### src/design/mstw_ram.sv
// ----------------------------------------------------------------------------
// mstw_ram
// Generic single write port, single read port RAM with registered read data.
// ----------------------------------------------------------------------------
`default_nettype none

module mstw_ram #(
   parameter int WIDTH  = 8,
   parameter int DEPTH  = 16,
   parameter int ADDR_W = (DEPTH > 1) ? $clog2(DEPTH) : 1
) (
   input  wire logic              clock,
   input  wire logic              wr_en,
   input  wire logic [ADDR_W-1:0] wr_addr,
   input  wire logic [WIDTH-1:0]  wr_data,
   input  wire logic [ADDR_W-1:0] rd_addr,
   output logic      [WIDTH-1:0]  rd_data
);

   logic [WIDTH-1:0] mem [DEPTH];
   logic [WIDTH-1:0] rd_data_ff;

   always_ff @(posedge clock) begin
      if (wr_en) begin
         mem[wr_addr] <= wr_data;
      end
      rd_data_ff <= mem[rd_addr];
   end

   assign rd_data = rd_data_ff;

endmodule

`default_nettype wire

### config.mk
export PLATFORM = sky130hd
export DESIGN_NAME = mstw_ram
export DESIGN_NICKNAME = d
export VERILOG_FILES = /design/src/design/mstw_ram.sv
export SDC_FILE = /design/constraint.sdc
export NUM_CORES = 1
export LEC_CHECK = 0
export ABC_CLOCK_PERIOD_IN_PS = 2200
export BUFFER_PORTS_ARGS = -buffer_cell sky130_fd_sc_hd__buf_2
export CAP_MARGIN = 20
export CELL_PAD_IN_SITES_DETAIL_PLACEMENT = 0
export CELL_PAD_IN_SITES_GLOBAL_PLACEMENT = 1
export CORE_MARGIN = 3
export CORE_UTILIZATION = 57
export DETAILED_ROUTE_END_ITERATION = 12
export PLACE_DENSITY = 0.84
export SLEW_MARGIN = 20
export SYNTH_ARGS = -nofsm -noshare
export SYNTH_HDL_FRONTEND = slang
export SYNTH_SLANG_ARGS = --single-unit
### constraint.sdc
create_clock -name clock -period 2.2 [get_ports clock]
set_input_delay 0 -clock clock [delete_from_list [all_inputs] [get_ports clock]]
set_output_delay 0 -clock clock [all_outputs]
set_load 0.01 [all_outputs]
==> results.ini <==
[detailed_routing]
wl_per_cell_um=25.97
first_iter_violations=204
drtAntennaViolNets=0
firstDrtPassIters=5
vias_per_cell=6.294
vias=2587
wl_um=10670
drcViolationCount=0

[setup_path]
cp_data_arrival_time_ns=1.85
required_ns=2.59
r2r_end=rd_data[3]
ff2ff_path_depth=3
reg2reg_slack_ns=0.73
critical_path_peak_fanout=1
start_kind=flop
crit_type=reg -> reg
cp-end-kind=flop
reg2reg_from=mem[1][3]

[floorplan]
die_y_um=101.0
initial_core_util=0.5874
ios=26
num_rows=34
die-area_mm2=0.01021
die_w_um=101.0
core_area_mm2=0.008763

[synth]
synthCells=229
synthTopCellsByCount=edfxtp_1, mux4_2, a22oi_1
synth-edff-count=128
synth_top_area_frac=0.7467
synthArstFlopShare=0
synthFlopType=edfxtp_1
synth.distinct_cells=19
syn_area_mm2=0.005147
synth.net_count=247
syn_area_per_cell_um2=22.48
synth_seq_area_share=0.7778
synth.most_common_cell=edfxtp_1
synth.area.top_cells=edfxtp_1, mux4_2, mux4_1, dfxtp_1, a22oi_1
synth_area_leader_cell=edfxtp_1
synth-seq-cells=136
synth_warnings=0

[pwr]
ir_drop_mv=0.6334
p_total_mw=6.111
power_leakage_nw=2.115
p_per_area_mw_per_mm2=990.3

[placement]
port_buffers=25
gp_congestion=0.7234
dpl.hpwl_um=5886
dp_slack_ns=0.7298

[timing]
fin_crit_ns=1.467
setup_viol=0
hold_viol=0
rsz0062_at_grt=false
finalCritPeriodShare=0.6668
worst_slew_pin_slew_ns=0.7943
fin_setup_tns_ns=0
skew_ns=0.01269
slew_viol_final=0
slew_headroom=0.4694
postLayoutSetupSlackWorst_ns=0.7331
fmax_mhz=681.7

[cts]
cts_setup_buffers=0
clk_latency_ns=0.52
cts_tree=yes
cts.path.max_buffers=2
clk_pin_slew_worst_paths_ns=0.06
cts_resized=0
cts_inserted_buffers=17
cts_root_buf=clkbuf_8
cts.sinks=136
htreeDepth=4

[grt]
grt.overflow.total=0
grt_pass1_vias=2620
grt_max_degree=33
antenna_found_initial=0
track_usage=0.2287
grt_pass1_wl_um=15890

[min_path]
whs_path_depth=3
whs_endpoint=mem[0][3]
hold_class=in -> reg
hold_start=wr_addr[0]

[finish]
multi_input_area_mm2=0.001057
layout.nets=308
drive_above_1_share=0.3069
area_delta_synth_final_pct=19.88
diodes=0
seqCellArea_mm2=0.004004
n_fill_cell=502
fin_util=0.7042

[flow_run]
maxCapViolCount=0

[run_status]
status=finished clean

[power by group]
part / switching, mW / internal [mW] / leakage, nW / total (mW)
clock: 1.06 / 1.85 / 0.282 / 2.91
sequential: 0.0189 / 2.90 / 1.22 / 2.92
combinational: 0.162 / 0.124 / 0.609 / 0.286
[repair_timing]
action                                  4_1_cts  5_1_grt
hold buffers                                  8        0
hold endpoints to repair                    128        0
endpoints found under the setup margin        0        0
[metrics by stage]
stage / hold WS [ns] / instances / area (um2)
after floorplan: 0.09887 / 229 / 5147
after global placement: 0.3815 / 371 / 5477
after detailed placement: 0.3983 / 371 / 5477
after CTS: 0.03716 / 411 / 6171
after global routing: 0.06637 / 411 / 6171
final: 0.06000 / 411 / 6171
[cell families after synthesis]
logic type / share of synthesized area
AOI/OAI and AO/OA: 0.02334
buffers and inverters: 0.01677
DFF: 0.7778
muxes: 0.1502
and+or+nand+nor: 0.03184
[registers in the layout, indices dropped and copies added (netlist names)]
signal,cells
mem,128
rd_data,8
[metal layers]
layer	vias up	share of wire	wire length (um)	track usage
li1	1101	-	-	-
met1	1309	0.36	3892	0.3026
met2	159	0.51	5471	0.3630
met3	18	0.10	1086	0.06574
met4	0	0.021	223	0.09202
met5	-	0	0	0
[final cells by class]
class	instances	area share
sequential	136	0.6488
multi-input combinational	83	0.1713
clock buffer	18	0.06772
timing repair buffer	52	0.05839
clock inverter	14	0.03183
tap	108	0.02190
[cells in the final DEF (no fill, tap or decap), types with 8 or more instances in the layout]
| master | n |
|---|---|
| edfxtp_1 | 128 |
| buf_2 | 25 |
| mux4_2 | 18 |
| buf_4 | 18 |
| a22oi_1 | 16 |
| clkbuf_16 | 16 |
| mux4_1 | 14 |
| nor2_1 | 13 |
| nand2_1 | 9 |
| dlygate4sd3_1 | 8 |
| dfxtp_1 | 8 |
[how the worst max path moves through the flow]
stage	start	end	slack [ns]	cells past startpoint
after global routing	mem[1][3]	rd_data[3]	0.71	3
after floorplan	wr_addr[2]	mem[0][0]	0.71	2
after global placement	rd_addr[1]	rd_data[1]	0.72	5
final	mem[1][3]	rd_data[3]	0.73	3
after detailed placement	rd_addr[0]	rd_data[5]	0.73	5
after CTS	mem[1][3]	rd_data[3]	0.73	3
[worst max-delay path, stage by stage (launching register included)]
cell and delay [ns]:
edfxtp_1 0.36, mux4_1 0.53, a22oi_1 0.31, nand2_1 0.13
Power figures use the tool's default switching activity.
