[src/design/mstw_queue.sv]
// ----------------------------------------------------------------------------
// mstw_queue
// Two-entry job queue between the load front and the solve back.
// ----------------------------------------------------------------------------
`default_nettype none

module mstw_queue #(
   parameter int WIDTH = 8
) (
   input  wire logic             clock,
   input  wire logic             reset,
   input  wire logic             push,
   input  wire logic [WIDTH-1:0] push_data,
   output logic                  full,
   input  wire logic             pop,
   output logic                  not_empty,
   output logic      [WIDTH-1:0] head
);

   logic [WIDTH-1:0] slot_ff [2];
   logic             wr_ptr_ff, wr_ptr_in;
   logic             rd_ptr_ff, rd_ptr_in;
   logic [1:0]       count_ff, count_in;
   logic             do_push, do_pop;

   assign full      = (count_ff == 2'd2);
   assign not_empty = (count_ff != 2'd0);
   assign head      = slot_ff[rd_ptr_ff];
   assign do_push   = push && !full;
   assign do_pop    = pop && not_empty;

   always_comb begin
      wr_ptr_in = wr_ptr_ff ^ do_push;
      rd_ptr_in = rd_ptr_ff ^ do_pop;
      count_in  = count_ff + {1'b0, do_push} - {1'b0, do_pop};
   end

   always_ff @(posedge clock) begin
      if (reset) begin
         wr_ptr_ff <= 1'b0;
         rd_ptr_ff <= 1'b0;
         count_ff  <= 2'd0;
      end else begin
         wr_ptr_ff <= wr_ptr_in;
         rd_ptr_ff <= rd_ptr_in;
         count_ff  <= count_in;
      end
      if (do_push) begin
         slot_ff[wr_ptr_ff] <= push_data;
      end
   end

endmodule

`default_nettype wire

[config.mk]
export PLATFORM = sky130hd
export DESIGN_NAME = mstw_queue
export DESIGN_NICKNAME = d
export VERILOG_FILES = /design/src/design/mstw_queue.sv
export SDC_FILE = /design/constraint.sdc
export NUM_CORES = 1
export LEC_CHECK = 0
export ABC_AREA = 1
export BUFFER_PORTS_ARGS = -buffer_cell sky130_fd_sc_hd__buf_2
export CORE_MARGIN = 2
export CORE_UTILIZATION = 45
export DETAILED_ROUTE_END_ITERATION = 8
export PLACE_DENSITY = 0.75
export SKIP_LAST_GASP = 1
export SYNTH_ARGS = -nofsm -noshare
export SYNTH_HDL_FRONTEND = slang
export SYNTH_SLANG_ARGS = --single-unit
[constraint.sdc]
create_clock -name clock -period 1.4 [get_ports clock]
set_input_delay 0.07 -clock clock [delete_from_list [all_inputs] [get_ports clock]]
set_output_delay 0.07 -clock clock [all_outputs]
set_load 0.02 [all_outputs]
==> flow_metrics.py, run 1 <==
metrics = {
    "outcome": {
        "outcome": "complete, but fails checks",
        "violations": "negative setup slack",
    },
    "timing": {
        "worst_pin_slew_ns": 0.399,
        "fin_tns_setup_ns": -0.0490,
        "finalHoldViolations": 0,
        "slew_violations": 0,
        "final.min_clock_period_ns": 1.45,
        "relSlewSlack_pct": 73.4,
        "hold_slack_ns": 0.0693,
        "rsz0062_at_grt": "yes",
        "clock_skew_ns": 0.00421,
        "setup_viol": 1,
        "setup_ws_ns": -0.0490,
        "clock.fmax_mhz": 690,
        "min_period_over_period_pct": 103,
    },
    "grt": {
        "grt_max_degree": 13,
        "grt_overflow": 0,
        "grt_pass1_wl_um": 1960,
        "grt_use_total_pct": 13.4,
        "antenna_found_initial": 0,
        "grt_pass1_vias": 498,
    },
    "pwr": {
        "power.total_w": 0.00215,
        "swShare_pct": 31.6,
        "combPwrFrac_pct": 39.7,
        "p_seq_share_pct": 38.7,
        "p_int_w": 0.00147,
        "p_leak_nw": 0.527,
        "p_sw_w": 0.000681,
        "ir_drop_mv": 1.17,
        "powerDensity_nw_per_um2": 1840,
        "pwr-share-clk_pct": 21.7,
    },
    "cts": {
        "clk_path_buf_depth": 2,
        "numCtsBuffers": 3,
        "h-tree-depth": 1,
        "cts_num_sinks": 20,
        "cts_tree": "yes",
        "clk_latency_ns": 0.30,
        "path_clk_slew_ns": 0.11,
        "cts-root-buf": "clkbuf_4",
    },
    "layout": {
        "fin_area_um2": 1170,
        "final_nets": 115,
        "num_antenna_cells": 0,
        "finish.cell_count_without_fillers": 123,
        "layout_commonest_cell": "buf_2",
        "final_cell_mix": "21 x buf_2, 16 x edfxtp_1, 10 x inv_1",
        "areaGrowthSynthToFinish_pct": 37.9,
        "drive_above_1_share_pct": 44.9,
    },
    "critical_path": {
        "crit_slowest_cell": "dfxtp_2",
        "cp_num_buf_inv": 2,
        "cp.required_ns": 1.61,
        "critPathCapture": "count_ff[1]$_SDFF_PP0_",
        "cp_cell_sequence": "nor2_1, nor2_1, ha_1, inv_1, ha_2, inv_1, nand2_2, nand3_2, nand2_1, nor2_1",
        "slowest_delay_ns": 0.37,
        "r2r-start": "count_ff[0]$_SDFF_PP0_",
        "arrival_ns": 1.66,
        "startpoint": "count_ff[0]$_SDFF_PP0_",
        "critical_path.top_delay_family": "simple AND/OR/NAND/NOR gates",
        "worstPathMaxFanout": 3,
        "end_kind": "flop",
        "crit_type": "reg -> reg",
        "reg2regPathDepth": 10,
        "rrSetupSlack_ns": -0.05,
        "crit_top_cell": "nor2_1",
        "worst-path-stages": 10,
        "start_kind": "flop",
        "r2r_end": "count_ff[1]$_SDFF_PP0_",
    },
    "logic_synthesis": {
        "syn_area_um2": 848,
        "synth.avg_cell_area_um2": 14.1,
        "syn_nets": 76,
        "synth_cells": 60,
        "yosysWarnings": 0,
        "yosysSeqAreaShare_pct": 66.1,
        "synth_area_leaders": "edfxtp_1 57%, mux2_4 14%, dfxtp_1 9.4%",
        "ys_types": 11,
        "synth_top_area_cell": "edfxtp_1",
        "ys_ff_latch": 20,
        "yosys.area.top_type_share_pct": 56.6,
    },
    "route": {
        "routed-wl-met3_um": 46,
        "wl_per_cell_um": 10.9,
        "via_per_inst": 4.44,
        "route.detailed.drc": 0,
        "first_pass_iters": 2,
        "highest_layer": "met4",
        "drt_wl_total_um": 1340,
        "dr.first_iter.drc_count": 3,
        "vias": 546,
        "wirelength_met1_um": 515,
        "drtAntennaViolNets": 0,
        "met2WireLength_um": 750,
    },
    "die": {
        "io_pins": 22,
        "die_area_um2": 2250,
        "start_util_pct": 48.6,
        "fp-row-count": 15,
        "die_h_um": 47.4,
        "core_area_um2": 1750,
        "die_w_um": 47.4,
    },
    "place": {
        "portBuffers": 21,
        "hpwl_um": 885,
        "dpl_cell_area_um2": 1000,
        "dp_cells": 109,
        "gp_congestion": 0.807,
    },
    "run": {
        "cap_violations": 0,
    },
    "min_path": {
        "min_path_type": "in -> reg",
    },
}
power by group through the flow:
| stage | combinational (W) | sequential [W] | clock [W] |
|---|---|---|---|
| after CTS | 0.000822 | 0.000833 | 0.000475 |
| final | 0.000854 | 0.000833 | 0.000467 |
| after detailed placement | 0.000793 | 0.000837 | 0 |
| after floorplan | 0.000559 | 0.000831 | 0 |
| after global routing | 0.000934 | 0.000845 | 0.000489 |
| after global placement | 0.000766 | 0.000833 | 0 |
tightest hold or removal path, cell delays in order:
cell and delay (ns):
buf_2 0.09, nand3_1 0.08, nand2_1 0.07, nor2_1 0.04
synth_stat cells:
cell,count
nand2_1,5
buf_6,1
nand3_1,2
nor2_1,8
inv_1,10
o21ai_0,1
a21oi_1,1
mux2_4,8
dfxtp_1,4
ha_1,4
edfxtp_1,16
per-layer routing:
metal  vias up  GRT usage (%)
met1       253           13.1
met5         -              0
met3         4           2.26
met4         0           11.7
li1        278              -
met2        11           24.1
worst min-delay path by stage:
stage / cells after the start / to / from
floorplan: 1 / wr_ptr_ff$_SDFF_PP0_ / reset
global placement: 2 / wr_ptr_ff$_SDFF_PP0_ / reset
detailed placement: 1 / slot_ff[1][0]$_DFFE_PP_ / push_data[0]
CTS: 4 / rd_ptr_ff$_SDFF_PP0_ / pop
global route: 4 / rd_ptr_ff$_SDFF_PP0_ / pop
finish: 4 / rd_ptr_ff$_SDFF_PP0_ / pop
kinds of logic after synthesis:
logic type,share of synthesized area [%]
adders and majority gates,5.90
AOI/OAI and AO/OA,1.18
muxes,14.2
and+or+nand+nor,6.93
DFF,66.1
buffers and inverters,5.75
what timing repair did:
action | CTS | global route
setup endpoints to repair | 1 | 1
pin swaps | 0 | 3
setup buffers | 0 | 1
cloned | 0 | 0
hold buffers | 9 | 0
hold endpoints to repair | 18 | 0
gates resized for setup | 4 | 3
final cells by class:
class	instances	area (um2)
sequential	20	563
clock inverter	1	30.0
fill	134	576
timing repair buffer	35	233
tap	25	31.3
multi-input combinational	29	253
clock buffer	3	22.5
inverter	10	37.5
per-stage QoR:
step | setup WS [ns] | utilization (%)
floorplan | 0.0271 | -
global placement | -0.0367 | 57.5
detailed placement | -0.132 | 57.5
CTS | -0.0274 | 66.0
global route | -0.128 | 67.0
finish | -0.0490 | 67.0
registers in the layout (all words and copies together), names as in the netlist:
| signal | cells |
|---|---|
| slot_ff | 16 |
| count_ff | 2 |
| rd_ptr_ff | 1 |
| wr_ptr_ff | 1 |
Note: power is estimated with default switching activity, not from simulation.
==> run 2, diff against run 1 <==
--- a/config.mk
+++ b/config.mk
@@ -6,7 +6,8 @@
 export NUM_CORES = 1
 export LEC_CHECK = 0
 export ABC_AREA = 1
-export BUFFER_PORTS_ARGS = -buffer_cell sky130_fd_sc_hd__buf_2
+export BUFFER_PORTS_ARGS = -buffer_cell sky130_fd_sc_hd__clkbuf_2
+export CAP_MARGIN = 20
 export CORE_MARGIN = 2
 export CORE_UTILIZATION = 45
 export DETAILED_ROUTE_END_ITERATION = 8
==> run 2 against run 1 <==
The flow still finishes with violations (negative setup slack). Critical endpoint unchanged. Sequential share of layout area shrank 0.66 points. Design area grew 1.4%. Die area is the same. Routed wire length grew 1.6%. Clock power shrank 2%.
==> flow_metrics.py, run 2 (same netlist as run 1, synthesis figures left out) <==
metrics = {
    "outcome": {
        "outcome": "complete, but fails checks",
        "violations": "negative setup slack",
    },
    "layout": {
        "final_cell_mix": "21 x clkbuf_2, 16 x edfxtp_1, 9 x dlygate4sd3_1",
        "ff_latch_area_um2": 563,
        "utilization_pct": 68.0,
        "largest_reg_flops": 16,
        "fill_cells": 120,
        "largestRegisters": "slot_ff x16, count_ff x2",
        "largest_register": "slot_ff",
        "areaGrowthSynthToFinish_pct": 39.8,
        "multiInputGateArea_um2": 258,
        "fin_area_um2": 1190,
        "layout_commonest_cell": "clkbuf_2",
        "final_nets": 116,
        "drive_above_1_share_pct": 49.5,
        "num_antenna_cells": 0,
    },
    "timing": {
        "setup_viol": 1,
        "relSlewSlack_pct": 73.6,
        "worst_pin_slew_ns": 0.396,
        "finalHoldViolations": 0,
        "clock_skew_ns": 0.00887,
        "hold_slack_ns": 0.0592,
        "final.min_clock_period_ns": 1.44,
        "min_period_over_period_pct": 103,
        "slew_violations": 0,
        "clock.fmax_mhz": 693,
        "rsz0062_at_grt": "yes",
        "setup_ws_ns": -0.0420,
    },
    "route": {
        "route.detailed.drc": 0,
        "dr.first_iter.drc_count": 1,
        "vias": 538,
        "drt_wl_total_um": 1360,
        "via_per_inst": 4.34,
        "wl_per_cell_um": 11.0,
        "drtAntennaViolNets": 0,
        "first_pass_iters": 4,
    },
    "die": {
        "start_util_pct": 48.6,
        "io_pins": 22,
        "fp-row-count": 15,
        "core_area_um2": 1750,
        "die_w_um": 47.4,
        "die_h_um": 47.4,
        "die_area_um2": 2250,
    },
    "pwr": {
        "p_leak_nw": 0.534,
        "powerDensity_nw_per_um2": 1850,
        "ir_drop_mv": 1.50,
        "power.total_w": 0.00219,
    },
    "critical_path": {
        "critical_path.top_delay_family": "adder cells",
        "arrival_ns": 1.63,
        "rrSetupSlack_ns": -0.04,
        "startpoint": "count_ff[1]$_SDFF_PP0_",
        "crit_slowest_cell": "dfxtp_2",
        "cp_cell_sequence": "inv_2, o21ai_2, ha_1, inv_1, ha_2, inv_2, nand2_2, nand3_2, nand2_1, nor2_1",
        "worst-path-stages": 10,
        "cp_num_buf_inv": 3,
        "r2r-start": "count_ff[1]$_SDFF_PP0_",
        "cp.required_ns": 1.59,
        "end_kind": "flop",
        "critPathCapture": "count_ff[1]$_SDFF_PP0_",
        "slowest_delay_ns": 0.37,
        "r2r_end": "count_ff[1]$_SDFF_PP0_",
        "reg2regPathDepth": 10,
        "start_kind": "flop",
        "crit_top_cell": "inv_2",
        "worstPathMaxFanout": 2,
        "crit_type": "reg -> reg",
    },
    "cts": {
        "cts_num_sinks": 20,
        "path_clk_slew_ns": 0.10,
        "cts-root-buf": "clkbuf_4",
        "h-tree-depth": 1,
        "numCtsBuffers": 3,
        "cts_tree": "yes",
        "clk_path_buf_depth": 2,
        "clk_latency_ns": 0.29,
    },
    "min_path": {
        "min_path_type": "in -> reg",
    },
    "grt": {
        "grt_pass1_vias": 461,
        "grt_max_degree": 13,
        "grt_pass1_wl_um": 1830,
        "grt_use_total_pct": 12.4,
        "antenna_found_initial": 0,
        "grt_overflow": 0,
    },
    "place": {
        "dpl_cell_area_um2": 1000,
        "gp_congestion": 0.773,
        "hpwl_um": 864,
        "portBuffers": 21,
    },
    "run": {
        "cap_violations": 0,
    },
}
[run 2: cell count changes in the layout (fill, tap and decap cells not counted), sizes merged]
cell,previous run,this run
clkbuf,3,24
buf,26,6
[run 2: what timing repair did]
action / 4_1_cts / 5_1_grt
pin swaps: 0 / 7
hold endpoints to repair: 18 / 0
setup endpoints to repair: 1 / 2
resized for setup: 3 / 9
setup buffers: 0 / 2
hold buffers: 9 / 0
[run 2: layer usage]
metal | vias to the layer above | share of wire (%) | global-route usage, %
met5 | - | 0 | 0
met4 | 0 | 0 | 6.67
met3 | 0 | 2.3 | 1.13
met2 | 11 | 57 | 24.6
met1 | 246 | 40 | 12.4
li1 | 281 | - | -
[run 2: how the worst min path moves through the flow]
stage	start	to	slack [ns]	depth (start not counted)
after CTS	pop	rd_ptr_ff$_SDFF_PP0_	0.04	4
final	pop	rd_ptr_ff$_SDFF_PP0_	0.06	4
after detailed placement	push_data[6]	slot_ff[0][6]$_DFFE_PP_	0.26	1
after floorplan	reset	wr_ptr_ff$_SDFF_PP0_	0.14	1
after global routing	pop	rd_ptr_ff$_SDFF_PP0_	0.05	4
after global placement	push_data[6]	slot_ff[0][6]$_DFFE_PP_	0.26	1
[run 2: layout make-up]
| type | instances | share of cell area (%) |
|---|---|---|
| flip-flops and latches | 20 | 47.5 |
| clock buffers | 3 | 1.90 |
| clock inverters | 1 | 2.53 |
| repair buffers | 36 | 20.6 |
| inverters | 10 | 3.16 |
| well taps | 25 | 2.64 |
| multi-input cells | 29 | 21.7 |
[run 2: metrics by stage]
step	TNS, ns	worst slack, ns	instances
finish	-0.0420	-0.0420	124
global route	-1.08	-0.138	124
CTS	0	0.00309	122
detailed placement	-0.0850	-0.0850	109
global placement	0	0.0114	109
floorplan	0	0.0271	60
[run 2: worst register-to-register path: cells and delay by family (launching register included)]
kind / cells / cell delay [ns]
adders and majority gates: 2 / 0.43
DFF: 1 / 0.37
and+or+nand+nor: 4 / 0.27
buffers and inverters: 3 / 0.15
AOI/OAI and AO/OA: 1 / 0.15
[run 2: power by group]
group | switching [W] | total [W] | internal, W | leakage, nW
Sequential | 0.0000579 | 0.000845 | 0.000787 | 0.183
Clock | 0.000169 | 0.000458 | 0.000289 | 0.0279
Combinational | 0.000470 | 0.000889 | 0.000419 | 0.323
Total | 0.000697 | 0.00219 | 0.00149 | 0.534
==> run 3, diff against run 2 <==
--- a/config.mk
+++ b/config.mk
@@ -8,9 +8,12 @@
 export ABC_AREA = 1
 export BUFFER_PORTS_ARGS = -buffer_cell sky130_fd_sc_hd__clkbuf_2
 export CAP_MARGIN = 20
+export CORE_ASPECT_RATIO = 1.2
 export CORE_MARGIN = 2
 export CORE_UTILIZATION = 45
+export CTS_CLUSTER_SIZE = 10
 export DETAILED_ROUTE_END_ITERATION = 8
+export MAX_ROUTING_LAYER = met4
 export PLACE_DENSITY = 0.75
 export SKIP_LAST_GASP = 1
 export SYNTH_ARGS = -nofsm -noshare
==> run 3 against run 2 <==
The run still ends with negative setup slack left. Clock-buffer cell count grew 1. Die area is essentially flat. Design area shrank 0.63%.
==> flow_metrics.py, run 3 (same netlist as run 1, synthesis figures left out) <==
metrics = {
    "timing": {
        "min_period_over_period_pct": 103,
        "setup_ws_ns": -0.0449,
        "rsz0062_at_grt": "yes",
        "worst_pin_slew_ns": 0.382,
        "clock_skew_ns": 0.00364,
        "clock.fmax_mhz": 692,
        "setup_viol": 1,
        "slew_violations": 0,
        "final.min_clock_period_ns": 1.44,
        "finalHoldViolations": 0,
        "relSlewSlack_pct": 74.6,
    },
    "layout": {
        "fill_cells": 132,
        "largest_reg_flops": 16,
        "multiInputGateArea_um2": 274,
        "areaGrowthSynthToFinish_pct": 38.9,
        "final_nets": 116,
        "num_antenna_cells": 0,
        "largest_register": "slot_ff",
        "utilization_pct": 65.2,
        "fin_area_um2": 1180,
        "final_cell_mix": "21 x clkbuf_2, 16 x edfxtp_1, 9 x dlygate4sd3_1",
        "ff_latch_area_um2": 563,
        "drive_above_1_share_pct": 50.5,
        "layout_commonest_cell": "clkbuf_2",
        "largestRegisters": "slot_ff x16, count_ff x2",
    },
    "cts": {
        "h-tree-depth": 1,
        "cts_tree": "yes",
        "cts_num_sinks": 20,
        "clk_path_buf_depth": 2,
        "cts-root-buf": "clkbuf_4",
        "numCtsBuffers": 3,
        "clk_latency_ns": 0.29,
        "path_clk_slew_ns": 0.11,
    },
    "grt": {
        "grt_pass1_wl_um": 2140,
        "grt_overflow": 0,
        "grt_use_total_pct": 13.8,
        "grt_pass1_vias": 506,
        "antenna_found_initial": 0,
        "grt_max_degree": 12,
    },
    "die": {
        "fp-row-count": 17,
        "die_area_um2": 2250,
        "core_area_um2": 1810,
        "start_util_pct": 46.9,
        "die_w_um": 43.6,
        "die_h_um": 51.6,
        "io_pins": 22,
    },
    "pwr": {
        "powerDensity_nw_per_um2": 1810,
        "p_leak_nw": 0.533,
        "ir_drop_mv": 1.10,
        "power.total_w": 0.00213,
    },
    "place": {
        "hpwl_um": 885,
        "dpl_cell_area_um2": 981,
        "gp_congestion": 0.668,
        "portBuffers": 21,
        "dp_worst_setup_slack_ns": -0.0932,
    },
    "min_path": {
        "min_path_type": "in -> reg",
    },
    "route": {
        "drt_wl_total_um": 1480,
        "vias": 540,
        "drtAntennaViolNets": 0,
        "dr.first_iter.drc_count": 20,
        "via_per_inst": 4.58,
        "wl_per_cell_um": 12.5,
        "route.detailed.drc": 0,
        "first_pass_iters": 4,
    },
    "critical_path": {
        "cp.required_ns": 1.60,
        "arrival_ns": 1.65,
        "worstPathMaxFanout": 3,
        "start_kind": "flop",
        "end_kind": "flop",
        "crit_type": "reg -> reg",
        "rrSetupSlack_ns": -0.04,
    },
    "run": {
        "cap_violations": 0,
    },
    "outcome": {
        "violations": "negative setup slack",
        "outcome": "complete, but fails checks",
    },
}
## run 3: worst max-delay path, cell delays in order, from the launching register on
cell and delay (ns):
dfxtp_2 0.35, nor2_1 0.14, nor2_1 0.09, ha_1 0.30, inv_2 0.05, ha_4 0.16, inv_2 0.06, nand2_4 0.05
a21oi_2 0.11, nor2_1 0.05
## run 3: final timing paths
path,start,end,cells past startpoint
worst max-delay path,count_ff[0]$_SDFF_PP0_,count_ff[1]$_SDFF_PP0_,9
worst min-delay path,pop,rd_ptr_ff$_SDFF_PP0_,4
worst min register to register,wr_ptr_ff$_SDFF_PP0_,wr_ptr_ff$_SDFF_PP0_,3
worst max register to register,count_ff[0]$_SDFF_PP0_,count_ff[1]$_SDFF_PP0_,9
## run 3: timing repair
| action | in CTS | in global routing |
|---|---|---|
| pin swaps | 4 | 5 |
| hold endpoints to repair | 18 | 0 |
| gates resized for setup | 7 | 8 |
| buffers inserted | 2 | 2 |
| setup endpoints to repair | 1 | 9 |
| hold buffers | 9 | 0 |
## run 3: per-layer routing
layer	part of all wire [%]	global-route usage [%]	up-vias	wire length [um]
met1	43	16.1	233	638
met3	5.9	2.08	4	87
met2	49	21.3	24	721
met5	0	-	-	0
met4	1.8	10.6	0	27
li1	-	-	279	-
## run 3: final cells by class
cell class                 instances  share of cell area [%]
clock buffer                       4                    3.08
multi-input combinational         29                    23.2
tap                               19                    2.02
timing repair buffer              36                    20.7
inverter                          10                    3.18
sequential                        20                    47.8
## run 3: power by group
part / total [W] / internal, W / switching (W)
clock network: 0.000329 / 0.000158 / 0.000170
registers: 0.000838 / 0.000787 / 0.0000512
logic: 0.000963 / 0.000448 / 0.000516
## run 3: metrics by stage
stage                     hold WS (ns)  setup TNS [ns]  instances
after floorplan                  0.137               0         60
after global placement           0.260               0        101
after detailed placement         0.264         -0.0932        101
after CTS                       0.0359        -0.00264        116
after global routing            0.0570          -0.127        118
final                           0.0469         -0.0449        118
