## src/design/mstw_pkg.sv

```systemverilog
// ----------------------------------------------------------------------------
// mstw_pkg
// Shared constants, codes and types of the minimum spanning tree weight block.
// ----------------------------------------------------------------------------
`default_nettype none

package mstw_pkg;

   localparam int DEF_MAX_NODES = 64;
   localparam int DEF_MAX_EDGES = 256;
   localparam int WEIGHT_W      = 16;
   localparam int STATUS_W      = 2;

   localparam logic [STATUS_W-1:0] ST_OK    = 2'd0;
   localparam logic [STATUS_W-1:0] ST_RANGE = 2'd1;
   localparam logic [STATUS_W-1:0] ST_FULL  = 2'd2;

   typedef enum logic [3:0] {
      S_IDLE,
      S_INIT,
      S_SCAN_RD,
      S_SCAN_CHK,
      S_PROC_RD,
      S_PROC_CHK,
      S_FINDA_RD,
      S_FINDA_CHK,
      S_FINDB_RD,
      S_FINDB_CHK,
      S_JOIN,
      S_OUT
   } back_state_type;

   typedef struct packed {
      logic idle;
      logic result_valid;
   } back_status_type;

endpackage

`default_nettype wire

```

## src/design/mstw_front.sv

```systemverilog
// ----------------------------------------------------------------------------
// mstw_front
// Edge loader: range check, store edges, latch first error, queue a job.
// ----------------------------------------------------------------------------
`default_nettype none

module mstw_front #(
   parameter int MAX_NODES = mstw_pkg::DEF_MAX_NODES,
   parameter int MAX_EDGES = mstw_pkg::DEF_MAX_EDGES,
   parameter int NODE_W    = $clog2(MAX_NODES),
   parameter int CNT_W     = $clog2(MAX_NODES + 1),
   parameter int FILL_W    = $clog2(MAX_EDGES + 1),
   parameter int ADDR_W    = (MAX_EDGES > 1) ? $clog2(MAX_EDGES) : 1,
   parameter int EDGE_W    = 2 * NODE_W + mstw_pkg::WEIGHT_W,
   parameter int JOB_W     = FILL_W + mstw_pkg::STATUS_W
) (
   input  wire logic                            clock,
   input  wire logic                            reset,
   input  wire logic                            item_valid,
   output logic                                 item_ready,
   input  wire logic [NODE_W-1:0]               src_node,
   input  wire logic [NODE_W-1:0]               dst_node,
   input  wire logic [mstw_pkg::WEIGHT_W-1:0]   edge_weight,
   input  wire logic                            last_edge,
   input  wire logic                            csr_valid,
   output logic                                 csr_ready,
   input  wire logic [CNT_W-1:0]                csr_data,
   input  wire mstw_pkg::back_status_type       back_status,
   input  wire logic                            job_pending,
   output logic                                 job_push,
   output logic      [JOB_W-1:0]                job_data,
   output logic                                 edge_wr_en,
   output logic      [ADDR_W-1:0]               edge_wr_addr,
   output logic      [EDGE_W-1:0]               edge_wr_data
);
   import mstw_pkg::*;

   localparam logic [CNT_W-1:0]  NODE_LIMIT = CNT_W'(MAX_NODES);
   localparam logic [FILL_W-1:0] EDGE_LIMIT = FILL_W'(MAX_EDGES);

   logic [CNT_W-1:0]    node_count_ff, node_count_in;
   logic [FILL_W-1:0]   fill_ff, fill_in;
   logic [STATUS_W-1:0] err_ff, err_in;
   logic                accept, in_range, has_room, store;
   logic [STATUS_W-1:0] item_err, err_now;
   logic [FILL_W-1:0]   fill_now;

   assign csr_ready  = 1'b1;
   // Hold off new edges while a graph waits in the queue or is being solved.
   assign item_ready = back_status.idle && !job_pending;
   assign accept     = item_valid && item_ready;

   always_comb begin
      in_range = (CNT_W'(src_node) < node_count_ff) && (CNT_W'(src_node) < NODE_LIMIT)
              && (CNT_W'(dst_node) < node_count_ff) && (CNT_W'(dst_node) < NODE_LIMIT);
      has_room = (fill_ff < EDGE_LIMIT);
      store    = accept && in_range && has_room;
      item_err = !in_range ? ST_RANGE : (!has_room ? ST_FULL : ST_OK);
      err_now  = (err_ff != ST_OK) ? err_ff : item_err;
      fill_now = fill_ff + FILL_W'(store);

      node_count_in = (csr_valid && csr_ready) ? csr_data : node_count_ff;
      fill_in       = fill_ff;
      err_in        = err_ff;
      if (accept) begin
         fill_in = last_edge ? '0 : fill_now;
         err_in  = last_edge ? ST_OK : err_now;
      end
   end

   assign job_push     = accept && last_edge;
   assign job_data     = {err_now, fill_now};
   assign edge_wr_en   = store;
   assign edge_wr_addr = fill_ff[ADDR_W-1:0];
   assign edge_wr_data = {src_node, dst_node, edge_weight};

   always_ff @(posedge clock) begin
      if (reset) begin
         node_count_ff <= NODE_LIMIT;
         fill_ff       <= '0;
         err_ff        <= ST_OK;
      end else begin
         node_count_ff <= node_count_in;
         fill_ff       <= fill_in;
         err_ff        <= err_in;
      end
   end

endmodule

`default_nettype wire

```

## config.mk

```make
export PLATFORM = sky130hd
export DESIGN_NAME = mstw_front
export DESIGN_NICKNAME = d
export VERILOG_FILES = /design/src/design/mstw_pkg.sv /design/src/design/mstw_front.sv
export SDC_FILE = /design/constraint.sdc
export NUM_CORES = 1
export LEC_CHECK = 0
export BUFFER_PORTS_ARGS = -buffer_cell sky130_fd_sc_hd__buf_2
export CORE_MARGIN = 5
export CORE_UTILIZATION = 45
export CTS_CLUSTER_DIAMETER = 60
export DETAILED_ROUTE_END_ITERATION = 8
export PLACE_DENSITY = 0.89
export SETUP_SLACK_MARGIN = 0.5
export SLEW_MARGIN = 40
export SYNTH_ARGS = -nofsm -noshare
export SYNTH_HDL_FRONTEND = slang
export SYNTH_SLANG_ARGS = --single-unit
```

## constraint.sdc

```tcl
create_clock -name clock -period 7.6 [get_ports clock]
set_input_delay 2.28 -clock clock [delete_from_list [all_inputs] [get_ports clock]]
set_output_delay 2.28 -clock clock [all_outputs]
set_load 0.03 [all_outputs]
```

==> impl_results.md, run 1 <==
- Critical-path cell list: buf_2, ha_1, a211oi_2, a31oi_1, nor3_2, nor3b_4, ha_4, ha_4, nand3_1, nor2_4, nand3_2, xnor2_4, buf_4
- Setup TNS: 0 ns
- Cell Area, Synth: roughly 1400 µm²
- Clock network latency to the later pin of the worst-skew pair: 0.30 ns
- Via density: about 4.8
- Total CTS buffers: 3
- Pre-CTS setup slack: 0.4794 ns
- Pwr/cell area: 129.0 nW/µm²
- Worst Setup Path Type: in -> out
- Hold Slack: approximately 0.46 ns
- Max Clock Skew: roughly 0.0027 ns
- Die height: 66.20 µm
- Wirelength per Cell: 12.49 µm
- Routed wire length: around 3 mm
- Number of synthesized flops with an enable pin: 0
- Final weighted congestion in routability-driven placement: ~0.8
- MaxCap Viol Count: 0
- Most used cell, CP: ha_4
- Layout cells sized above 1: a little over two fifths
- Warning count from the yosys run: 0
- Initial antenna violation count: 0
- Final worst-path cycle share: a little over 90%
- GRT overflow: 0
- Root Buffer: clkbuf_4
- DRT Pass-1 Iters: 5
- Syn-to-layout area delta: 12.15%
- Max-slew violation count: 0
- Worst setup EP type: output pin
- Worst vdd ir: 0.00005400 V
- CP arrival: ~4.7 ns
- R2R Setup Slk: ~4.8 ns
- Largest net degree at the start of global routing: 17
- First-pass GRT wire length: approximately 4.7 mm
- Fin crit period: 6.929 ns
- H-Tree Depth: 1
- CTS tree: done
- Top_reg_cell synth: dfxtp_1
- RSZ-0062 raised after global routing: false
- Die area: 4382 µm²
- Die width: approximately 66 µm
- Critical Path RT: ~5.3 ns
- DP HPWL: 2.398 mm
- Overall Power: slightly above 200 µW
- Syn avg cell area: 8.562 µm²
- Switching portion of total power: 29.74%
- Routed Antenna Nets: 0
- Diodes inserted: 0
- Net count after synthesis: ~220
- Final Hold Violating Endpoints: 0
- Fin worst setup slack: about 0.67 ns
- Post-route DRC violation count: 0
- Site Rows: 20
- Crit-path max cell delay: roughly 0.33 ns
- Core box area: ~3000 µm²
- Comb power frac: a little under a quarter
- Buffers added on ports: 59
- Peak fanout along the critical path: 5
- Worst Hold Class: reg -> reg
- NetSw: ~60 µW
- Clock transition at path regs: ~0.1 ns
- Vias: 1120
- DRT iter0 DRCs: 46
- GRT Overall Usage: 13.85%
- Clk pwr share: 29.1%
- Worst path slowest cell: ha_1
- CTS sink count: 18
- Flops & latches, synth: 18
- Count of final setup violators: 0
- Register area share after synthesis: about a quarter
- Vias in the first global route: between 1k and 1.5k
- Clk buf depth: 2
- Core Util, Final: a little over half
- Fmax achieved: between 100 and 150 MHz
- Final net count: between 200 and 250
- Synth cell types: 40
- Crit start category: input pin
- Status: complete, no violations
- Ys async rst share: 0%
- Leak: about 0.80 nW
- Initial Utilization: around 47%
- Flop pwr share: 47.7%
- Hold_buf cts: 0
- Int Pwr: around 140 µW
- Gate count after technology mapping: between 150 and 200
- IO Pins: 94
## sequential cells by signal (all words and copies together), names as in the netlist
signal,count
fill_ff,9
err_ff,2
node_count_ff,7
## synthesized netlist by cell type, types with 3 or more instances
library cell / instances / area share [%]
buf_4: 37 / 20
dfxtp_1: 18 / 25
nor2_1: 17 / 4.5
ha_1: 12 / 11
inv_1: 8 / 2.1
a21oi_1: 7 / 2.5
mux2i_1: 7 / 4.9
nand2_1: 6 / 1.6
nand3_1: 4 / 1.4
clkbuf_1: 3 / 0.79
nand3_2: 3 / 2.1
o21ai_0: 3 / 1.1
xor2_1: 3 / 1.8
## final cells by class
type	count	area (µm²)
inverter	8	30.03
clock buffer	4	36.28
sequential	18	360.3
multi-input combinational	99	792.0
tap	44	55.05
timing repair buffer	62	320.3
fill	297	1459
## cell usage in the layout (no fill, tap or decap), drive strengths merged
cell type	Yosys	layout
a211oi	2	2
a21o	1	1
a21oi	8	8
a22o	1	1
a22oi	2	2
a31o	1	1
a31oi	2	2
a32o	2	2
and2	1	1
and3	2	2
and4	1	1
buf	38	62
clkbuf	3	4
conb	1	1
dfxtp	18	18
ha	12	12
inv	8	8
mux2i	7	7
nand2	7	7
nand2b	2	2
nand3	7	7
nand3b	2	2
nand4b	2	2
nor2	19	19
nor2b	1	1
nor3	3	3
nor3b	1	1
o21ai	5	5
xnor2	4	4
xor2	3	3
## logic make-up (layout without fill, tap and decap cells)
kind of cell / count (synthesis) / after routing / share of synthesized area, %
other cells: 1 / 1 / 0.2638
buf+inv: 49 / 74 / 22.80
xor+xnor: 7 / 7 / 5.370
simple gates: 48 / 48 / 19.28
fa+ha+maj: 12 / 12 / 10.56
flops: 18 / 18 / 25.35
mux: 7 / 7 / 4.930
compound gates: 24 / 24 / 11.44
## power groups by stage
stage	clock, mW	combinational [mW]	sequential [mW]
detailed placement	0	0.0478	0.100
CTS	0.0617	0.0482	0.0981
global placement	0	0.0465	0.100
global route	0.0676	0.0529	0.0985
finish	0.0599	0.0478	0.0981
floorplan	0	0.0519	0.0998
## repair_timing
action	in CTS	in global routing
setup buffers	0	1
hold endpoints to repair	0	0
pin swaps	0	2
gates resized for setup	1	1
endpoints found under the setup margin	1	1
## worst paths after layout
| kind | startpoint | end | cells past startpoint |
|---|---|---|---|
| min reg2reg | err_ff[0] | err_ff[0] | 2 |
| max reg2reg | node_count_ff[5] | fill_ff[8] | 13 |
| min | err_ff[0] | err_ff[0] | 2 |
| max | src_node[5] | job_data[8] | 13 |
## stage by stage
stage / instance area [µm²] / cells
2_1_floorplan: 1466 / 166
3_3_place_gp: 1538 / 230
3_5_place_dp: 1538 / 230
4_1_cts: 1577 / 234
5_1_grt: 1594 / 235
6_report: 1594 / 235
## routing by layer
metal | routed length, µm | global-route usage, % | up-vias
met5 | 0 | 0 | -
met4 | 54 | 5.838 | 0
met3 | 185 | 4.082 | 6
met2 | 1509 | 24.29 | 31
met1 | 1185 | 15.35 | 500
li1 | - | - | 583
## worst max-delay path: cells and delay by family
family	cells	cell delay (ns)
and+or+nand+nor	5	0.86
adders and majority gates	3	0.68
AOI/OAI and AO/OA	2	0.35
buffers and inverters	2	0.29
xor gates and xnor gates	1	0.19
Note: power is estimated with default switching activity, not from simulation.
==> run 2: changes to the inputs <==
- CORE_ASPECT_RATIO: unset -> 1.4
- CTS_CLUSTER_DIAMETER: 60 -> 120
- clock period: 7.6 -> 8.2 ns (I/O delays scaled with it)
==> run 2 against run 1 <==
  * Core utilization is 3.0 points lower
  * Clock skew increased by 0.0020 ns
  * Global-route usage is 0.77 points lower
  * Cell area decreased by 4.5%
  * Cell count decreased by 3.4%
  * Critical path type unchanged
  * Highest routed layer unchanged
==> impl_results.md, run 2 (same netlist as run 1, synthesis figures left out) <==
- Total CTS buffers: 3 (unchanged)
- Flop pwr share: 46.9% (-0.8 points)
- Critical Path RT: 5.74 ns (+0.42 ns)
- H-Tree Depth: 1 (unchanged)
- Fin worst setup slack: 0.7184 ns (+0.04764 ns)
- Peak fanout along the critical path: 5 (unchanged)
- Final worst-path cycle share: 91.24%
- Site Rows: 24 (+20%)
- Final weighted congestion in routability-driven placement: 0.8412 (+6.2%)
- Initial antenna violation count: 0 (unchanged)
- Buffers added on ports: 59 (unchanged)
- Largest net degree at the start of global routing: 17 (unchanged)
- GRT Overall Usage: 13.07% (-0.77 points)
- Fin crit period: around 7.5 ns
- Fmax achieved: 133.7 MHz
- Via density: 5.018 (+5.3%)
- Switching portion of total power: 28.15% (-1.6 points)
- Worst Hold Class: reg -> reg
- Clock transition at path regs: 0.06 ns (-0.04 ns)
- Die area: 4398 µm² (+0.37%)
- Comb power frac: 22.5% (-0.7 points)
- IO Pins: 94 (unchanged)
- Final Non-Filler Cells: 227 (-3.4%)
- Routed wire length: 2.874 mm (-2.0%)
- Status: complete, no violations
- NetSw: 54.44 µW (-11%)
- Leak: 0.7967 nW (-0.95%)
- Max Clock Skew: 0.004781 ns (+0.002049 ns)
- Initial Utilization: 45.95% (-0.60 points)
- Core Util, Final: 49.23% (-3.0 points)
- CP arrival: 5.02 ns (+0.37 ns)
- Commonest non-fill, non-tap cell in the layout: buf_2
- Int Pwr: 139.0 µW (-3.8%)
- Clk buf depth: 2 (unchanged)
- Die width: 57.50 µm (-13%)
- GRT overflow: 0 (unchanged)
- Worst setup EP type: output pin
- Clk pwr share: 30.6% (+1.5 points)
- Diodes inserted: 0 (unchanged)
- MaxCap Viol Count: 0 (unchanged)
- Crit start category: input pin
- Core box area: 3093 µm² (+1.3%)
- DRT iter0 DRCs: 47 (+2.2%)
- Clock network latency to the later pin of the worst-skew pair: 0.25 ns (-0.05 ns)
- Count of final setup violators: 0 (unchanged)
- Layout cells sized above 1: 42.02% (-2.0 points)
- Routed Antenna Nets: 0 (unchanged)
- Final net count: 245 (-0.81%)
- CTS sink count: 18 (unchanged)
- Worst vdd ir: 0.00008624 V (+60%)
- Final Hold Violating Endpoints: 0 (unchanged)
- Wirelength per Cell: 12.66 µm (+1.4%)
- DP HPWL: 2.364 mm (-1.4%)
- Setup TNS: 0 ns (unchanged)
- CTS tree: done
- Placed Cells: 223 (-3.0%)
- Top Registers: fill_ff x9, node_count_ff x7, err_ff x2
- Hold_buf cts: 0 (unchanged)
- Syn-to-layout area delta: 7.130%
- Max-slew violation count: 0 (unchanged)
- Root Buffer: clkbuf_8
- Pwr/cell area: 127.0 nW/µm² (-1.6%)
- Top reg by flops: fill_ff
- DRT Pass-1 Iters: 4 (-1)
- Most frequent cells in the layout: buf_2 (59), dfxtp_1 (18), nor2_1 (17)
- RSZ-0062 raised after global routing: false
- Max reg flops: 9 (unchanged)
- Worst Setup Path Type: in -> out
- Die height: 76.50 µm (+16%)
- Vias: 1139 (+1.7%)
- Fillers: 316 (+6.4%)
- Pre-CTS setup slack: 0.4549 ns (-0.02458 ns)
- Post-route DRC violation count: 0 (unchanged)
- Vias in the first global route: 1141 (+9.6%)
- First-pass GRT wire length: 4.733 mm (+1.5%)
[run 2: cell count changes in the layout (fill, tap and decap cells not counted), moves of 2 or more]
cell,before,now
clkbuf_8,1,3
clkbuf_4,3,0
buf_4,4,1
ha_4,2,0
[run 2: worst paths after layout]
kind         cells past startpoint             start  slack [ns]          end
max reg2reg                     13  node_count_ff[5]        5.29   fill_ff[8]
max                             13       src_node[5]        0.72  job_data[8]
min                              2         err_ff[0]        0.44    err_ff[0]
min reg2reg                      2         err_ff[0]        0.44    err_ff[0]
[run 2: timing repair]
action,CTS,global route
gates cloned,0,0
pin swaps,1,0
buffers inserted,1,0
resized for setup,0,1
endpoints found under the setup margin,1,1
[run 2: stage by stage]
step | cell area, µm² | total power [mW] | hold slack [ns]
after floorplan | 1421 | 0.1401 | 0.4252
after global placement | 1471 | 0.1347 | 0.4331
after detailed placement | 1471 | 0.1361 | 0.4373
after CTS | 1520 | 0.1966 | 0.4461
after global routing | 1523 | 0.2034 | 0.4916
final | 1523 | 0.1934 | 0.4443
[run 2: critical path, cell delays in order]
cell and delay, ns:
buf_2 0.10, ha_1 0.34, a211oi_2 0.25, a31oi_1 0.13
nor3_2 0.19, nor3b_2 0.23, ha_1 0.25, ha_2 0.26
nand3_1 0.10, nor2_2 0.21, nand3_2 0.12, xnor2_2 0.17
buf_2 0.22
[run 2: cell type report]
class	count	area (µm²)	area share, %
multi-input combinational	99	739.5	48.56
sequential	18	360.3	23.66
timing repair buffer	60	302.8	19.88
tap	39	48.80	3.205
clock buffer	3	41.29	2.712
inverter	8	30.03	1.972
[run 2: layer usage]
layer / wire (µm) / GRT usage (%) / up-vias
met2: 1349 / 23.19 / 47
met5: 0 / 0 / -
met1: 1189 / 14.31 / 508
li1: - / - / 578
met4: 49 / 5.336 / 0
met3: 284 / 3.220 / 6
[run 2: power by group through the flow]
| stage | Clock (mW) | Sequential (mW) | Combinational, mW |
|---|---|---|---|
| after floorplan | 0 | 0.0925 | 0.0477 |
| after global placement | 0 | 0.0926 | 0.0421 |
| after detailed placement | 0 | 0.0927 | 0.0435 |
| after CTS | 0.0618 | 0.0907 | 0.0441 |
| after global routing | 0.0644 | 0.0910 | 0.0480 |
| final | 0.0592 | 0.0907 | 0.0435 |
==> run 3: changes to the inputs <==
- CORE_ASPECT_RATIO: 1.4 -> unset
==> run 3 against run 2 <==
  * Cell area is 0.49% lower
  * Hold slack better by 0.011 ns
  * Register-to-register slack worse by 0.02 ns
  * Routed wire length is 0.49% lower
  * Count of clock-buffer cells in the layout stayed put
  * Clock skew is 0.0057 ns higher
  * Largest cell class unchanged
==> impl_results.md, run 3 (same netlist as run 1, synthesis figures left out) <==
- Core box area: 3053 µm² (-1.3%)
- Worst path slowest cell: ha_1
- Fmax achieved: 133.7 MHz (about the same)
- Die height: 66.20 µm (-13%)
- Worst Hold Class: reg -> reg
- GRT Max-Usage Layer: met2
- Clock transition at path regs: 0.09 ns (+0.03 ns)
- Cell family with most CP delay: simple AND/OR/NAND/NOR gates
- Clock network latency to the later pin of the worst-skew pair: 0.30 ns (+0.05 ns)
- Commonest non-fill, non-tap cell in the layout: buf_2
- Initial Utilization: 46.56% (+0.60 points)
- Final net count: 245 (unchanged)
- Root Buffer: clkbuf_4
- Hold_buf cts: 0 (unchanged)
- Critical Path RT: 5.74 ns (about the same)
- Max reg flops: 9 (unchanged)
- Routed Antenna Nets: 0 (unchanged)
- First-pass GRT wire length: 4.471 mm (-5.5%)
- Grt met3 use: 2.381% (-0.84 points)
- MaxCap Viol Count: 0 (unchanged)
- Initial antenna violation count: 0 (unchanged)
- Via density: 4.823 (-3.9%)
- Diodes inserted: 0 (unchanged)
- H-Tree Depth: 1 (unchanged)
- Fin crit period: 7.477 ns (-0.004810 ns)
- Status: complete, no violations
- CTS tree: done
- Worst setup EP type: output pin
- DP HPWL: 2.378 mm (+0.61%)
- Crit start category: input pin
- IO Pins: 94 (unchanged)
- DRT iter0 DRCs: 31 (-34%)
- Setup TNS: 0 ns (unchanged)
- GRT Overall Usage: 13.27% (+0.19 points)
- Leak: 0.7891 nW (-0.95%)
- Vias: 1119 (-1.8%)
- Total CTS buffers: 3 (unchanged)
- CTS sink count: 18 (unchanged)
- Syn-to-layout area delta: 6.602%
- Wirelength per Cell: 12.33 µm (-2.6%)
- RSZ-0062 raised after global routing: false
- Clk buf depth: 2 (unchanged)
- Most frequent cells in the layout: buf_2 (59), dfxtp_1 (18), nor2_1 (17)
- Site Rows: 20 (-17%)
- Max Clock Skew: 0.01048 ns (+0.005704 ns)
- CP arrival: 5.02 ns (about the same)
- Final weighted congestion in routability-driven placement: 0.7168 (-15%)
- Buffers added on ports: 59 (unchanged)
- Core Util, Final: 49.63% (+0.40 points)
- DRT Pass-1 Iters: 4 (unchanged)
- Layout cells sized above 1: 42.02% (unchanged)
- Routed wire length: 2.860 mm (-0.49%)
- WP buf/inv: 2 (unchanged)
- Final worst-path cycle share: 91.18% (about the same)
- Critical-path cell list: buf_2, ha_1, a211oi_2, a31oi_1, nor3_2, nor3b_2, ha_1, ha_2, nand3_1, nor2_4, nand3_2, xnor2_2, buf_2
- Hold Slack: 0.4556 ns (+0.01127 ns)
- Top reg by flops: fill_ff
- Die area: 4382 µm² (-0.36%)
- Fillers: 322 (+1.9%)
- Post-route DRC violation count: 0 (unchanged)
- Count of final setup violators: 0 (unchanged)
- Max-slew violation count: 0 (unchanged)
- Final Hold Violating Endpoints: 0 (unchanged)
- Peak fanout along the critical path: 5 (unchanged)
- GR Util met1: 15.29% (+0.98 points)
- Pwr/cell area: 117.5 nW/µm² (-7.5%)
- Die width: 66.20 µm (+15%)
- Worst Setup Path Type: in -> out
- Met2 Usage GRT: 22.43% (-0.76 points)
- Worst vdd ir: 0.00007526 V (-13%)
- Largest net degree at the start of global routing: 17 (unchanged)
- Crit-path max cell delay: 0.34 ns (about the same)
- Placed Cells: 228 (+2.2%)
- Final Non-Filler Cells: 232 (+2.2%)
- GRT overflow: 0 (unchanged)
- Vias in the first global route: 1023 (-10%)
- Top Registers: fill_ff x9, node_count_ff x7, err_ff x2
-- run 3: tightest hold or removal path, stage by stage, from the launching register on --
cell,delay (ns)
dfxtp_1,0.32
nand2_1,0.05
o21ai_1,0.05
-- run 3: repair_timing --
action / 4_1_cts / 5_1_grt
setup endpoints to repair: 1 / 2
buffers inserted: 0 / 1
pin swaps: 1 / 1
gates resized for setup: 0 / 2
-- run 3: final timing paths --
kind	cells past startpoint	end	slack, ns	start
worst min-delay path	2	err_ff[0]	0.46	err_ff[0]
worst min register to register	2	err_ff[0]	0.46	err_ff[0]
worst max register to register	13	fill_ff[8]	5.27	node_count_ff[5]
worst max-delay path	13	job_data[8]	0.72	src_node[5]
-- run 3: per-stage QoR --
stage          cell area, µm²  total power [mW]  setup WS, ns
5_1_grt                  1515            0.1882        0.5424
4_1_cts                  1500            0.1795        0.5000
2_1_floorplan            1421            0.1401        0.5209
6_report                 1515            0.1780        0.7232
3_5_place_dp             1478            0.1358        0.4944
3_3_place_gp             1478            0.1345        0.5600
-- run 3: layout make-up --
cell class	count	area, µm²	area share [%]
multi-input combinational	99	744.5	49.13
sequential	18	360.3	23.78
timing repair buffer	60	302.8	19.98
tap	44	55.05	3.633
inverter	8	30.03	1.982
clock buffer	3	22.52	1.486
-- run 3: per-layer routing --
| layer | up-vias | wire [µm] |
|---|---|---|
| met3 | 4 | 216 |
| met2 | 39 | 1306 |
| met4 | 0 | 61 |
| li1 | 576 | - |
| met5 | - | 0 |
| met1 | 500 | 1276 |
-- run 3: power breakdown --
group | internal, mW | switching [mW]
registers | 0.0895 | 0.00124
clock network | 0.0171 | 0.0269
logic | 0.0167 | 0.0265
